### config.mk
export PLATFORM = sky130hd
export DESIGN_NAME = bitmap_find_first_set_clear_top
export DESIGN_NICKNAME = d
export VERILOG_FILES = /design/src/rtl/bffsc_pkg.sv /design/src/rtl/bffsc_store.sv /design/src/rtl/bffsc_find.sv /design/src/rtl/bitmap_find_first_set_clear_top.sv
export SDC_FILE = /design/constraint.sdc
export NUM_CORES = 1
export LEC_CHECK = 0
export ABC_AREA = 1
export BUFFER_PORTS_ARGS = -buffer_cell sky130_fd_sc_hd__buf_2
export CAP_MARGIN = 20
export CORE_ASPECT_RATIO = 1.75
export CORE_MARGIN = 1
export CORE_UTILIZATION = 44
export DETAILED_ROUTE_END_ITERATION = 16
export MAX_ROUTING_LAYER = met4
export PLACE_DENSITY_LB_ADDON = 0.05
export SYNTH_ARGS = -nofsm -noshare
export SYNTH_HDL_FRONTEND = slang
export SYNTH_HIERARCHICAL = 1
export SYNTH_SLANG_ARGS = --single-unit
### constraint.sdc
create_clock -name clk -period 9.55 [get_ports clk]
set_input_delay 0.955 -clock clk [delete_from_list [all_inputs] [get_ports clk]]
set_output_delay 0.955 -clock clk [all_outputs]
set_load 0.005 [all_outputs]
### src/rtl/bffsc_pkg.sv
// ----------------------------------------------------------------------------
// bffsc_pkg
// Shared types and constants of the allocation bitmap with find-first-set and
// find-first-clear searches.
// ----------------------------------------------------------------------------
package bffsc_pkg;

	localparam int CMD_W       = 3;
	localparam int POS_W       = 10;
	localparam int BIT_COUNT_W = 11;
	localparam int APB_DATA_W  = 32;
	localparam int APB_ADDR_W  = 3;

	// request codes
	localparam logic [CMD_W-1:0] CMD_GET       = 3'd0;
	localparam logic [CMD_W-1:0] CMD_SET       = 3'd1;
	localparam logic [CMD_W-1:0] CMD_CLEAR     = 3'd2;
	localparam logic [CMD_W-1:0] CMD_CLEAR_ALL = 3'd3;
	localparam logic [CMD_W-1:0] CMD_FIND_ONE  = 3'd4;
	localparam logic [CMD_W-1:0] CMD_FIND_ZERO = 3'd5;

	// register index, taken from paddr[2]
	localparam logic REG_BIT_COUNT = 1'b0;

	localparam logic [BIT_COUNT_W-1:0] BIT_COUNT_RESET = 11'd1024;

	typedef struct packed {
		logic [CMD_W-1:0] cmd;
		logic [POS_W-1:0] bit_index;
	} req_item_t;

	typedef struct packed {
		logic             status;
		logic             bit_value;
		logic [POS_W-1:0] position;
	} rsp_item_t;

	typedef enum logic [5:0] {
		S_CLR  = 6'b000001,
		S_IDLE = 6'b000010,
		S_LOC  = 6'b000100,
		S_MOD  = 6'b001000,
		S_SCAN = 6'b010000,
		S_DONE = 6'b100000
	} state_t;

endpackage

### src/rtl/bffsc_store.sv
// ----------------------------------------------------------------------------
// bffsc_store
// Word store of the bitmap: one write port, one read port with registered data.
// ----------------------------------------------------------------------------
module bffsc_store #(
	parameter int WORD_BITS = 32,
	parameter int NUM_WORDS = 32,
	parameter int AW        = 5
) (
	input  logic                 clk,
	input  logic                 we,
	input  logic [AW-1:0]        waddr,
	input  logic [WORD_BITS-1:0] wdata,
	input  logic                 re,
	input  logic [AW-1:0]        raddr,
	output logic [WORD_BITS-1:0] rdata
);

	logic [WORD_BITS-1:0] mem [NUM_WORDS];

	always_ff @(posedge clk) begin
		if (we) begin
			mem[waddr] <= wdata;
		end
	end

	always_ff @(posedge clk) begin
		if (re) begin
			rdata <= mem[raddr];
		end
	end

endmodule

### src/rtl/bffsc_find.sv
// ----------------------------------------------------------------------------
// bffsc_find
// Lowest bit of one word that equals the wanted value, limited to the bits
// that still lie below the bit count.
// ----------------------------------------------------------------------------
module bffsc_find #(
	parameter int WORD_BITS = 32,
	parameter int CW        = 11,
	parameter int OW        = 5
) (
	input  logic [WORD_BITS-1:0] word,
	input  logic                 want,
	input  logic [CW-1:0]        rem,
	output logic                 hit,
	output logic [OW-1:0]        off
);

	logic [WORD_BITS-1:0] cand;

	always_comb begin
		for (int j = 0; j < WORD_BITS; j++) begin
			cand[j] = (word[j] == want) && (rem > CW'(j));
		end
	end

	// priority encoder, lowest candidate wins
	always_comb begin
		off = '0;
		for (int j = WORD_BITS - 1; j >= 0; j--) begin
			if (cand[j]) begin
				off = OW'(j);
			end
		end
	end

	assign hit = |cand;

endmodule

### src/rtl/bitmap_find_first_set_clear_top.sv
// ----------------------------------------------------------------------------
// bitmap_find_first_set_clear_top
// Allocation bitmap with get, set, clear, clear all and find-first searches.
// ----------------------------------------------------------------------------
// Requests enter on req (valid/stall) and each gives exactly one item on rsp.
// The user writes the bit count in use over the APB port at address 0 only
// while idle; the block itself does not enforce this. The map sits in a word
// memory of NUM_WORDS words with registered reads; one request is worked on
// at a time, so a read-modify-write always finishes before the next request
// can read the same word. Get/set/clear walk the word counter to the word of
// bit_index; find first one/zero scans one word per cycle and clear all
// writes one word per cycle; an index out of range, an unused code or a find
// with a zero count goes straight to the done state.
// After reset a sweep zeroes the memory word by word; req is stalled during
// it while configuration writes are taken as ever.
// The result sits in an output register; a stalled rsp holds its item and a
// new request is still accepted and worked on, waiting only to hand over its
// own result until the register is free.
// ----------------------------------------------------------------------------
module bitmap_find_first_set_clear_top #(
	parameter int MAX_BITS  = 1024,
	parameter int WORD_BITS = 32
) (
	input  logic                                clk,
	input  logic                                arst_n,
	input  logic                                psel,
	input  logic                                penable,
	input  logic                                pwrite,
	input  logic [bffsc_pkg::APB_ADDR_W-1:0]    paddr,
	input  logic [bffsc_pkg::APB_DATA_W-1:0]    pwdata,
	output logic [bffsc_pkg::APB_DATA_W-1:0]    prdata,
	output logic                                pready,
	input  logic                                req_valid,
	output logic                                req_stall,
	input  bffsc_pkg::req_item_t                req,
	output logic                                rsp_valid,
	input  logic                                rsp_stall,
	output bffsc_pkg::rsp_item_t                rsp
);

	import bffsc_pkg::*;

	localparam int NUM_WORDS = (MAX_BITS + WORD_BITS - 1) / WORD_BITS;
	localparam int AW        = (NUM_WORDS > 1) ? $clog2(NUM_WORDS) : 1;
	localparam int OW        = $clog2(WORD_BITS);
	localparam int BASE_W    = $clog2(MAX_BITS + 2 * WORD_BITS);
	localparam int CW        = (BASE_W > BIT_COUNT_W) ? BASE_W : BIT_COUNT_W;

	localparam logic [CW-1:0] MAX_CNT   = CW'(MAX_BITS);
	localparam logic [CW-1:0] WB_CNT    = CW'(WORD_BITS);
	localparam logic [AW-1:0] LAST_WORD = AW'(NUM_WORDS - 1);

	state_t                   state_q;
	logic [BIT_COUNT_W-1:0]   bit_count_q;
	logic [CMD_W-1:0]         cmd_q;
	logic [POS_W-1:0]         idx_q;
	logic [AW-1:0]            word_q;
	logic [CW-1:0]            base_q;
	logic [CW-1:0]            dbase_s1;
	logic                     dvalid_s1;
	logic                     clr_reply_q;
	rsp_item_t                res_q;
	rsp_item_t                rsp_q;
	logic                     rsp_valid_q;

	logic [CW-1:0]            eff_cnt;
	logic [CW-1:0]            bc_ext;
	logic [CW-1:0]            req_idx_ext;
	logic [CW-1:0]            idx_ext;
	logic                     req_oor;
	logic                     in_word;
	logic                     scan_issue;
	logic [OW-1:0]            off;
	logic [CW-1:0]            rem;
	logic                     last_word;
	logic                     want;
	logic                     hit;
	logic [OW-1:0]            hit_off;
	logic [CW-1:0]            found_pos;

	logic                     mem_we;
	logic [WORD_BITS-1:0]     mem_wdata;
	logic                     mem_re;
	logic [WORD_BITS-1:0]     rd_data;

	// configuration port
	assign pready = 1'b1;

	always_ff @(posedge clk or negedge arst_n) begin
		if (!arst_n) begin
			bit_count_q <= BIT_COUNT_RESET;
		end else if (psel && penable && pwrite && (paddr[2] == REG_BIT_COUNT)) begin
			bit_count_q <= pwdata[BIT_COUNT_W-1:0];
		end
	end

	always_comb begin
		prdata = '0;
		if (paddr[2] == REG_BIT_COUNT) begin
			prdata = APB_DATA_W'(bit_count_q);
		end
	end

	// count in use saturates at the map size
	assign bc_ext      = CW'(bit_count_q);
	assign eff_cnt     = (bc_ext > MAX_CNT) ? MAX_CNT : bc_ext;
	assign req_idx_ext = CW'(req.bit_index);
	assign idx_ext     = CW'(idx_q);
	assign req_oor     = req_idx_ext >= eff_cnt;

	assign in_word    = idx_ext < (base_q + WB_CNT);
	assign scan_issue = (state_q == S_SCAN) && (base_q < eff_cnt);
	assign off        = OW'(idx_ext - base_q);

	// scan evaluation of the word read in the previous cycle
	assign rem       = (eff_cnt > dbase_s1) ? (eff_cnt - dbase_s1) : '0;
	assign last_word = (dbase_s1 + WB_CNT) >= eff_cnt;
	assign want      = (cmd_q != CMD_FIND_ZERO);
	assign found_pos = dbase_s1 + CW'(hit_off);

	always_comb begin
		mem_we    = 1'b0;
		mem_re    = 1'b0;
		mem_wdata = '0;
		unique case (state_q)
			S_CLR: begin
				mem_we = 1'b1;
			end
			S_LOC: begin
				mem_re = in_word;
			end
			S_SCAN: begin
				mem_re = scan_issue;
			end
			S_MOD: begin
				mem_wdata      = rd_data;
				mem_wdata[off] = (cmd_q == CMD_SET);
				mem_we         = (cmd_q == CMD_SET) || (cmd_q == CMD_CLEAR);
			end
			S_IDLE, S_DONE: begin
				mem_we = 1'b0;
			end
			default: begin
				mem_we = 1'b0;
			end
		endcase
	end

	bffsc_store #(
		.WORD_BITS (WORD_BITS),
		.NUM_WORDS (NUM_WORDS),
		.AW        (AW)
	) u_store (
		.clk   (clk),
		.we    (mem_we),
		.waddr (word_q),
		.wdata (mem_wdata),
		.re    (mem_re),
		.raddr (word_q),
		.rdata (rd_data)
	);

	bffsc_find #(
		.WORD_BITS (WORD_BITS),
		.CW        (CW),
		.OW        (OW)
	) u_find (
		.word (rd_data),
		.want (want),
		.rem  (rem),
		.hit  (hit),
		.off  (hit_off)
	);

	always_ff @(posedge clk or negedge arst_n) begin
		if (!arst_n) begin
			state_q     <= S_CLR;
			cmd_q       <= CMD_GET;
			idx_q       <= '0;
			word_q      <= '0;
			base_q      <= '0;
			dbase_s1    <= '0;
			dvalid_s1   <= 1'b0;
			clr_reply_q <= 1'b0;
			res_q       <= '0;
			rsp_q       <= '0;
			rsp_valid_q <= 1'b0;
		end else begin
			// the done state reloads the register itself
			if (rsp_valid_q && !rsp_stall && (state_q != S_DONE)) begin
				rsp_valid_q <= 1'b0;
			end
			unique case (state_q)
				S_CLR: begin
					if (word_q == LAST_WORD) begin
						word_q <= '0;
						if (clr_reply_q) begin
							clr_reply_q <= 1'b0;
							state_q     <= S_DONE;
						end else begin
							state_q <= S_IDLE;
						end
					end else begin
						word_q <= word_q + 1'b1;
					end
				end
				S_IDLE: begin
					if (req_valid) begin
						cmd_q           <= req.cmd;
						idx_q           <= req.bit_index;
						word_q          <= '0;
						base_q          <= '0;
						dvalid_s1       <= 1'b0;
						res_q.bit_value <= 1'b0;
						res_q.position  <= '0;
						priority case (req.cmd)
							CMD_GET, CMD_SET, CMD_CLEAR: begin
								if (req_oor) begin
									res_q.status <= 1'b1;
									state_q      <= S_DONE;
								end else begin
									res_q.status <= 1'b0;
									state_q      <= S_LOC;
								end
							end
							CMD_CLEAR_ALL: begin
								res_q.status <= 1'b0;
								clr_reply_q  <= 1'b1;
								state_q      <= S_CLR;
							end
							CMD_FIND_ONE, CMD_FIND_ZERO: begin
								if (eff_cnt == '0) begin
									res_q.status <= 1'b1;
									state_q      <= S_DONE;
								end else begin
									res_q.status <= 1'b0;
									state_q      <= S_SCAN;
								end
							end
							default: begin
								res_q.status <= 1'b1;
								state_q      <= S_DONE;
							end
						endcase
					end
				end
				S_LOC: begin
					if (in_word) begin
						state_q <= S_MOD;
					end else begin
						word_q <= word_q + 1'b1;
						base_q <= base_q + WB_CNT;
					end
				end
				S_MOD: begin
					if (cmd_q == CMD_GET) begin
						res_q.bit_value <= rd_data[off];
					end
					state_q <= S_DONE;
				end
				S_SCAN: begin
					dvalid_s1 <= scan_issue;
					dbase_s1  <= base_q;
					if (scan_issue) begin
						word_q <= word_q + 1'b1;
						base_q <= base_q + WB_CNT;
					end
					if (dvalid_s1) begin
						if (hit) begin
							res_q.position <= found_pos[POS_W-1:0];
							state_q        <= S_DONE;
						end else if (last_word) begin
							res_q.status <= 1'b1;
							state_q      <= S_DONE;
						end
					end
				end
				S_DONE: begin
					if (!rsp_valid_q || !rsp_stall) begin
						rsp_q       <= res_q;
						rsp_valid_q <= 1'b1;
						state_q     <= S_IDLE;
					end
				end
				default: begin
					state_q <= S_IDLE;
				end
			endcase
		end
	end

	assign req_stall = (state_q != S_IDLE);
	assign rsp_valid = rsp_valid_q;
	assign rsp       = rsp_q;

	// the memory is written only by the sweep or a set/clear update
	a_write_src: assert property (@(posedge clk) disable iff (!arst_n)
		mem_we |-> (state_q == S_CLR || state_q == S_MOD))
		else $error("bitmap word written outside sweep or update");

	// an update never reaches a word for an index beyond the count
	a_mod_in_range: assert property (@(posedge clk) disable iff (!arst_n)
		(state_q == S_MOD) |-> (idx_ext < eff_cnt))
		else $error("update of an index beyond the bit count");

	// a new result only comes out of the done state
	a_rsp_from_done: assert property (@(posedge clk) disable iff (!arst_n)
		$rose(rsp_valid) |-> $past(state_q == S_DONE))
		else $error("result item raised outside done state");

	// the scan never evaluates a word at or above the count
	a_scan_base: assert property (@(posedge clk) disable iff (!arst_n)
		(state_q == S_SCAN && dvalid_s1) |-> (dbase_s1 < eff_cnt))
		else $error("scan evaluated a word beyond the bit count");

endmodule
==> results of run 1 <==
## power breakdown
group	internal (W)	leakage, nW	total, W	switching [W]
sequential	0.00559	8.86	0.00579	0.000197
clock	0.00256	1.77	0.00443	0.00187
combinational	0.00143	9.52	0.00502	0.00359
total	0.00958	20.1	0.0152	0.00566
## final cells by class
cell class	instances	area (um^2)	share of cell area, %
inverters	159	632	1.15
repair buffers	145	1010	1.84
multi-input cells	3042	14100	25.7
diodes	2	5.00	0.00914
clock buffers	136	2880	5.26
clock inverters	61	744	1.36
well taps	1476	1850	3.37
flip-flops and latches	1130	33600	61.3
## final timing paths
check                            from     endpoint  slack, ps  depth (start not counted)
min                            arst_n    word_q[4]         40                          1
min reg2reg                    rsp[2]       rsp[2]        480                          2
max                        bc_ext[10]     res_q[0]       3540                         52
min in group clk           pwdata[10]   bc_ext[10]        460                          3
max reg2reg                bc_ext[10]     res_q[0]       3540                         52
max in group asynchronous      arst_n  dbase_s1[6]       8360                          2
## flip-flops by register name (all words and copies together), names as in the netlist
name and cells:
dvalid_s1 1, idx_q 10, base_q 6, state_q 6
cmd_q 3, rsp_valid 1, bc_ext 11, clr_reply_q 1
u_store/mem 1024, rsp 12, word_q 5, res_q 12
dbase_s1 6, u_store/rdata 32
## logic make-up (layout without fill, tap and decap cells)
| family | Yosys count | count (layout) | synth area share, % |
|---|---|---|---|
| buffers and inverters | 429 | 501 | 4.99 |
| multiplexers | 1 | 1 | 0.0227 |
| adder cells (fa/ha/maj) | 41 | 41 | 1.03 |
| AND/OR/NAND/NOR | 2727 | 2727 | 23.2 |
| AO/OA/AOI/OAI | 204 | 204 | 2.25 |
| XOR/XNOR | 43 | 43 | 0.760 |
| flip-flops | 1130 | 1130 | 67.7 |
| other | 2 | 28 | 0.0152 |
## layout by cell type, fill, tap and decap left out, types with 31 or more instances in the layout
cell type  instances
nand2_1         1695
edfxtp_1        1056
nand3_1          818
inv_1            140
clkbuf_16        109
nor2_1            95
buf_4             84
o21ai_0           82
dfrtp_1           67
buf_2             55
a21oi_1           46
ha_1              41
nor2_4            38
xnor2_1           31
## metal layers
metal	global-route usage (%)	share of wire [%]	vias to the layer above
li1	-	-	15695
met1	29.7	40	16228
met2	44.9	53	766
met3	3.06	4.3	217
met4	8.51	2.8	0
met5	-	0	-
## critical path, delay by kind of cell, from the launching register on
| kind | cells | cell delay (ps) |
|---|---|---|
| AND/OR/NAND/NOR | 39 | 2680 |
| AO/OA/AOI/OAI | 7 | 1570 |
| buffers and inverters | 5 | 730 |
| flip-flops | 1 | 650 |
| adder cells (fa/ha/maj) | 1 | 270 |
## through the flow
step / util [%] / instance area, um^2 / setup WS, ps / power, W / instances
3_3_place_gp: 45.8 / 51100 / 3460 / 0.0109 / 5949
3_5_place_dp: 45.9 / 51100 / 3490 / 0.0109 / 5951
6_report: 49.1 / 54800 / 3540 / 0.0152 / 6151
4_1_cts: 49.1 / 54800 / 3450 / 0.0154 / 6148
2_1_floorplan: - / 49700 / 4990 / 0.00960 / 4601
5_1_grt: 49.1 / 54800 / 2760 / 0.0161 / 6150
==> flow_summary.toml, run 1 <==
[status]
outcome = "complete, no violations"

[global_routing]
first_global_vias = 32190
antenna_violations_before_repair = 4
grt_remaining_overflow = 0
grt_first_pass_wirelength_um = 207000
grt.total_usage_pct = 25.3
largest_net_degree_at_the_start_of_global_routing = 198

[logic_synthesis]
synth_top_cell_area_share_pct = 64.0
postSynth.topFlopCell = "edfxtp_1"
ys_warn_count = 6
synth.avg_cell_area_um2 = 10.8
yosys.cell_types.count = 56
mappedNetlistArea_mm2 = 0.0496
synth.cells.most_frequent = "1696 x nand2_1, 1056 x edfxtp_1, 819 x nand3_1"
synth_most_common_cell = "nand2_1"
synth-seq-cells = 1130
yosys-top-cells-area = "edfxtp_1 64%, nand2_1 13%, nand3_1 8.3%"
synthArstFlopShare_pct = 6.55
synth_sequential_area_ratio_pct = 67.7
synth_edf_count = 1056
synthesized_instance_count = 4577
synth_largest_area_cell = "edfxtp_1"

[critical_path]
slowest_delay_ps = 720
critical_path_arrival_ps = 6620
maximum_fanout_count_along_the_critical_path = 10
crit_slowest_cell = "a21oi_1"
setup.worst_path.class = "flop to flop"
endpoint_kind = "flop"
cp.required_ps = 10160
critical_path.most_common_cell = "nand2_1"
nature_of_the_critical_path_startpoint = "flop"

[floorplan]
die_area_mm2 = 0.114
core-area_mm2 = 0.111
dieHeight_um = 446
placement_rows = 162
pin_count = 102
die_width_um = 256
floorplan.initialDensity_pct = 44.5

[clock_network]
insertion_delay_ps = 740
max-clock-path-buffers = 3
cts.root.buffer_cell = "clkbuf_16"
post-cts-setup-buffers = 0
worst_setup_hold_path_clk_slew_ps = 60
tritoncts = "yes"
cts_resized = 0
cts_hold_buffers = 0
num_clock_sinks = 1130
htree_num_levels = 3
cts-buffers-inserted = 106

[min_path]
hold_class = "primary input to asynchronous set/reset pin"

[pwr]
power.static_leakage_nw = 20.1
p_per_area_mw_per_mm2 = 278
ir_worst_vdd_mv = 0.167

[drt]
postRouteAntennaNets = 0
first_iter_violations = 2622
routed-via-count = 32906
wl_per_cell_um = 22.8
first_pass_iters = 5
detail_route.wirelength_um = 140000
drcViolationCount = 0
viasPerCell = 5.35

[cells_and_area]
count_of_filler_cells_inserted_in_the_layout = 10044
design.final.nets = 4680
proportion_of_layout_cells_with_a_drive_suffix_above_1_pct = 9.18
area_growth_pct = 10.5

[placement]
buffers_added_on_ports = 56
place.detailed.hpwl_um = 76300
finalWeightedCongestion = 0.970

[sta]
final-hold-violation-count = 0
timing.clock.skew_ps = 27.9
tightestPinTransition_ps = 1060
timing_max_transition_violations_final = 0
layout_min_cycle_time_ps = 6010
grt_setup_unrepaired = "no"
worst_slack_on_hold_paths_ps = 40.3
slew_headroom_pct = 29.3
final_critical_path_share_of_the_clock_period_pct = 62.9
setup_total_negative_slack_ps = 0
setup_viol_count_final = 0
max_freq_mhz = 166

[flow_run]
max_cap_viol_count = 0
Power figures use the tool's default switching activity.
==> run 2: changes to the inputs <==
clock period = 5.85 ns   (was 9.55 ns; I/O delays follow)
==> run 2 against run 1 <==
Net effect: clock skew up 21 ps; worst hold slack better by 73 ps; final cell count up 0.34%; global-route usage up 0.52 points; sequential power up 64%; sequential share of layout area about the same; critical path depth down 20; utilization about the same; register-to-register slack worse by 2800 ps.
==> flow_summary.toml, run 2 (synthesis gave the netlist of run 1 again) <==
[cells_and_area]
biggestRegsByFlops = "u_store/mem (1024), u_store/rdata (32)"
mostFrequentLayoutCell = "nand2_1"
largest_reg_flops = 1024
mostFrequentLayoutCells = "1695 x nand2_1, 1056 x edfxtp_1, 818 x nand3_1"
largest-register = "u_store/mem"
area_growth_pct = 10.6
design.final.nets = 4703
proportion_of_layout_cells_with_a_drive_suffix_above_1_pct = 9.46
count_of_filler_cells_inserted_in_the_layout = 10195

[drt]
drcViolationCount = 0
wl_met2_um = 75000
first_pass_iters = 5
postRouteAntennaNets = 0
routed-via-count = 33054
detail_route.wirelength_um = 143000
wl_per_cell_um = 23.1
met1Wirelength_um = 58100
topRoutingLayerUsed = "met4"
routed-wl-met3_um = 5360
first_iter_violations = 2266
viasPerCell = 5.36

[min_path]
worst_hold_path.num_cells = 3
start_point_of_the_worst_min_delay_path = "pwdata[9]"
hold_class = "primary input to flop"
hold_path_endpoint = "bc_ext[9]"

[pwr]
ir_worst_vdd_mv = 0.448
p_per_area_mw_per_mm2 = 449
totalPowerFinal_w = 0.0246
power.static_leakage_nw = 20.2

[sta]
timing.clock.skew_ps = 48.8
slew_headroom_pct = 25.6
final_critical_path_share_of_the_clock_period_pct = 88.0
final-hold-violation-count = 0
grt_setup_unrepaired = "no"
setup_total_negative_slack_ps = 0
max_freq_mhz = 194
tightestPinTransition_ps = 1110
timing_max_transition_violations_final = 0
layout_min_cycle_time_ps = 5150
setup_viol_count_final = 0

[critical_path]
setup.worst_path.class = "flop to flop"
nature_of_the_critical_path_startpoint = "flop"
crit_slowest_cell = "dfstp_2"
r2r.worst_path.cells = 32
critical_path.most_common_cell = "nand2_1"
r2r_slack_ps = 700
critical_path_arrival_ps = 5740
maximum_fanout_count_along_the_critical_path = 10
endpoint_kind = "flop"
critical_path.reg2reg.endpoint = "state_q[4]"
cp.required_ps = 6440
slowest_delay_ps = 650
critical_path.reg2reg.startpoint = "bc_ext[10]"

[clock_network]
htree_num_levels = 3
insertion_delay_ps = 750
cts-buffers-inserted = 105
tritoncts = "yes"
num_clock_sinks = 1130
worst_setup_hold_path_clk_slew_ps = 70
cts.root.buffer_cell = "clkbuf_16"
max-clock-path-buffers = 3

[placement]
buffers_added_on_ports = 56
finalWeightedCongestion = 0.940
place.detailed.hpwl_um = 82100

[floorplan]
die_area_mm2 = 0.114
pin_count = 102
dieHeight_um = 446
die_width_um = 256
placement_rows = 162
core-area_mm2 = 0.111
floorplan.initialDensity_pct = 44.5

[global_routing]
grt.total_usage_pct = 25.8
first_global_vias = 32479
grt_remaining_overflow = 0
grt_first_pass_wirelength_um = 212000
antenna_violations_before_repair = 4
largest_net_degree_at_the_start_of_global_routing = 196

[flow_run]
max_cap_viol_count = 0

[status]
outcome = "complete, no violations"
run 2: timing repair:
action,4_1_cts,5_1_grt
buffers inserted,0,2
hold endpoints to repair,9,0
setup endpoints to repair,0,6
hold buffers,1,0
resized for setup,0,5
run 2: area by class of cell:
cell class,instances,area [um^2],share of cell area (%)
flip-flops and latches,1130,33600,61.3
multi-input cells,3042,14100,25.7
clock buffers,137,2800,5.10
well taps,1476,1850,3.37
repair buffers,169,1250,2.29
inverters,159,632,1.15
clock inverters,57,597,1.09
diodes,2,5.00,0.00913
run 2: power by group:
part,switching [W],internal (W),total [W]
clock network,0.00308,0.00375,0.00683
registers,0.000335,0.00913,0.00947
logic,0.00594,0.00237,0.00831
total,0.00936,0.0152,0.0246
run 2: worst max-delay path by stage:
stage                          start  cells past startpoint          to
after CTS                  bc_ext[9]                     52    res_q[0]
after global routing       bc_ext[4]                     55    res_q[0]
after detailed placement  bc_ext[10]                     49    res_q[0]
final                     bc_ext[10]                     32  state_q[4]
after global placement    bc_ext[10]                     49    res_q[0]
after floorplan           bc_ext[10]                     50    res_q[0]
run 2: critical path: cells and delay by family (launching register included):
| family | cells | cell delay, ps |
|---|---|---|
| AO/OA/AOI/OAI | 6 | 950 |
| AND/OR/NAND/NOR | 20 | 2500 |
| adder cells (fa/ha/maj) | 1 | 350 |
| buffers and inverters | 5 | 590 |
| flip-flops | 1 | 650 |
run 2: routing by layer:
layer / GRT usage [%] / vias up
li1: - / 15736
met1: 30.8 / 16422
met2: 45.6 / 686
met3: 2.67 / 210
met4: 8.72 / 0
met5: - / -
run 2: per-stage QoR:
| stage | instances | util [%] | hold WS, ps | setup slack (ps) | cell area (um^2) |
|---|---|---|---|---|---|
| 2_1_floorplan | 4601 | - | 289 | 1290 | 49700 |
| 3_3_place_gp | 5972 | 46.1 | 465 | 237 | 51300 |
| 3_5_place_dp | 5973 | 46.1 | 469 | 288 | 51400 |
| 4_1_cts | 6168 | 49.1 | 65.1 | 284 | 54800 |
| 5_1_grt | 6171 | 49.2 | 130 | 32.5 | 54800 |
| 6_report | 6172 | 49.2 | 113 | 702 | 54800 |
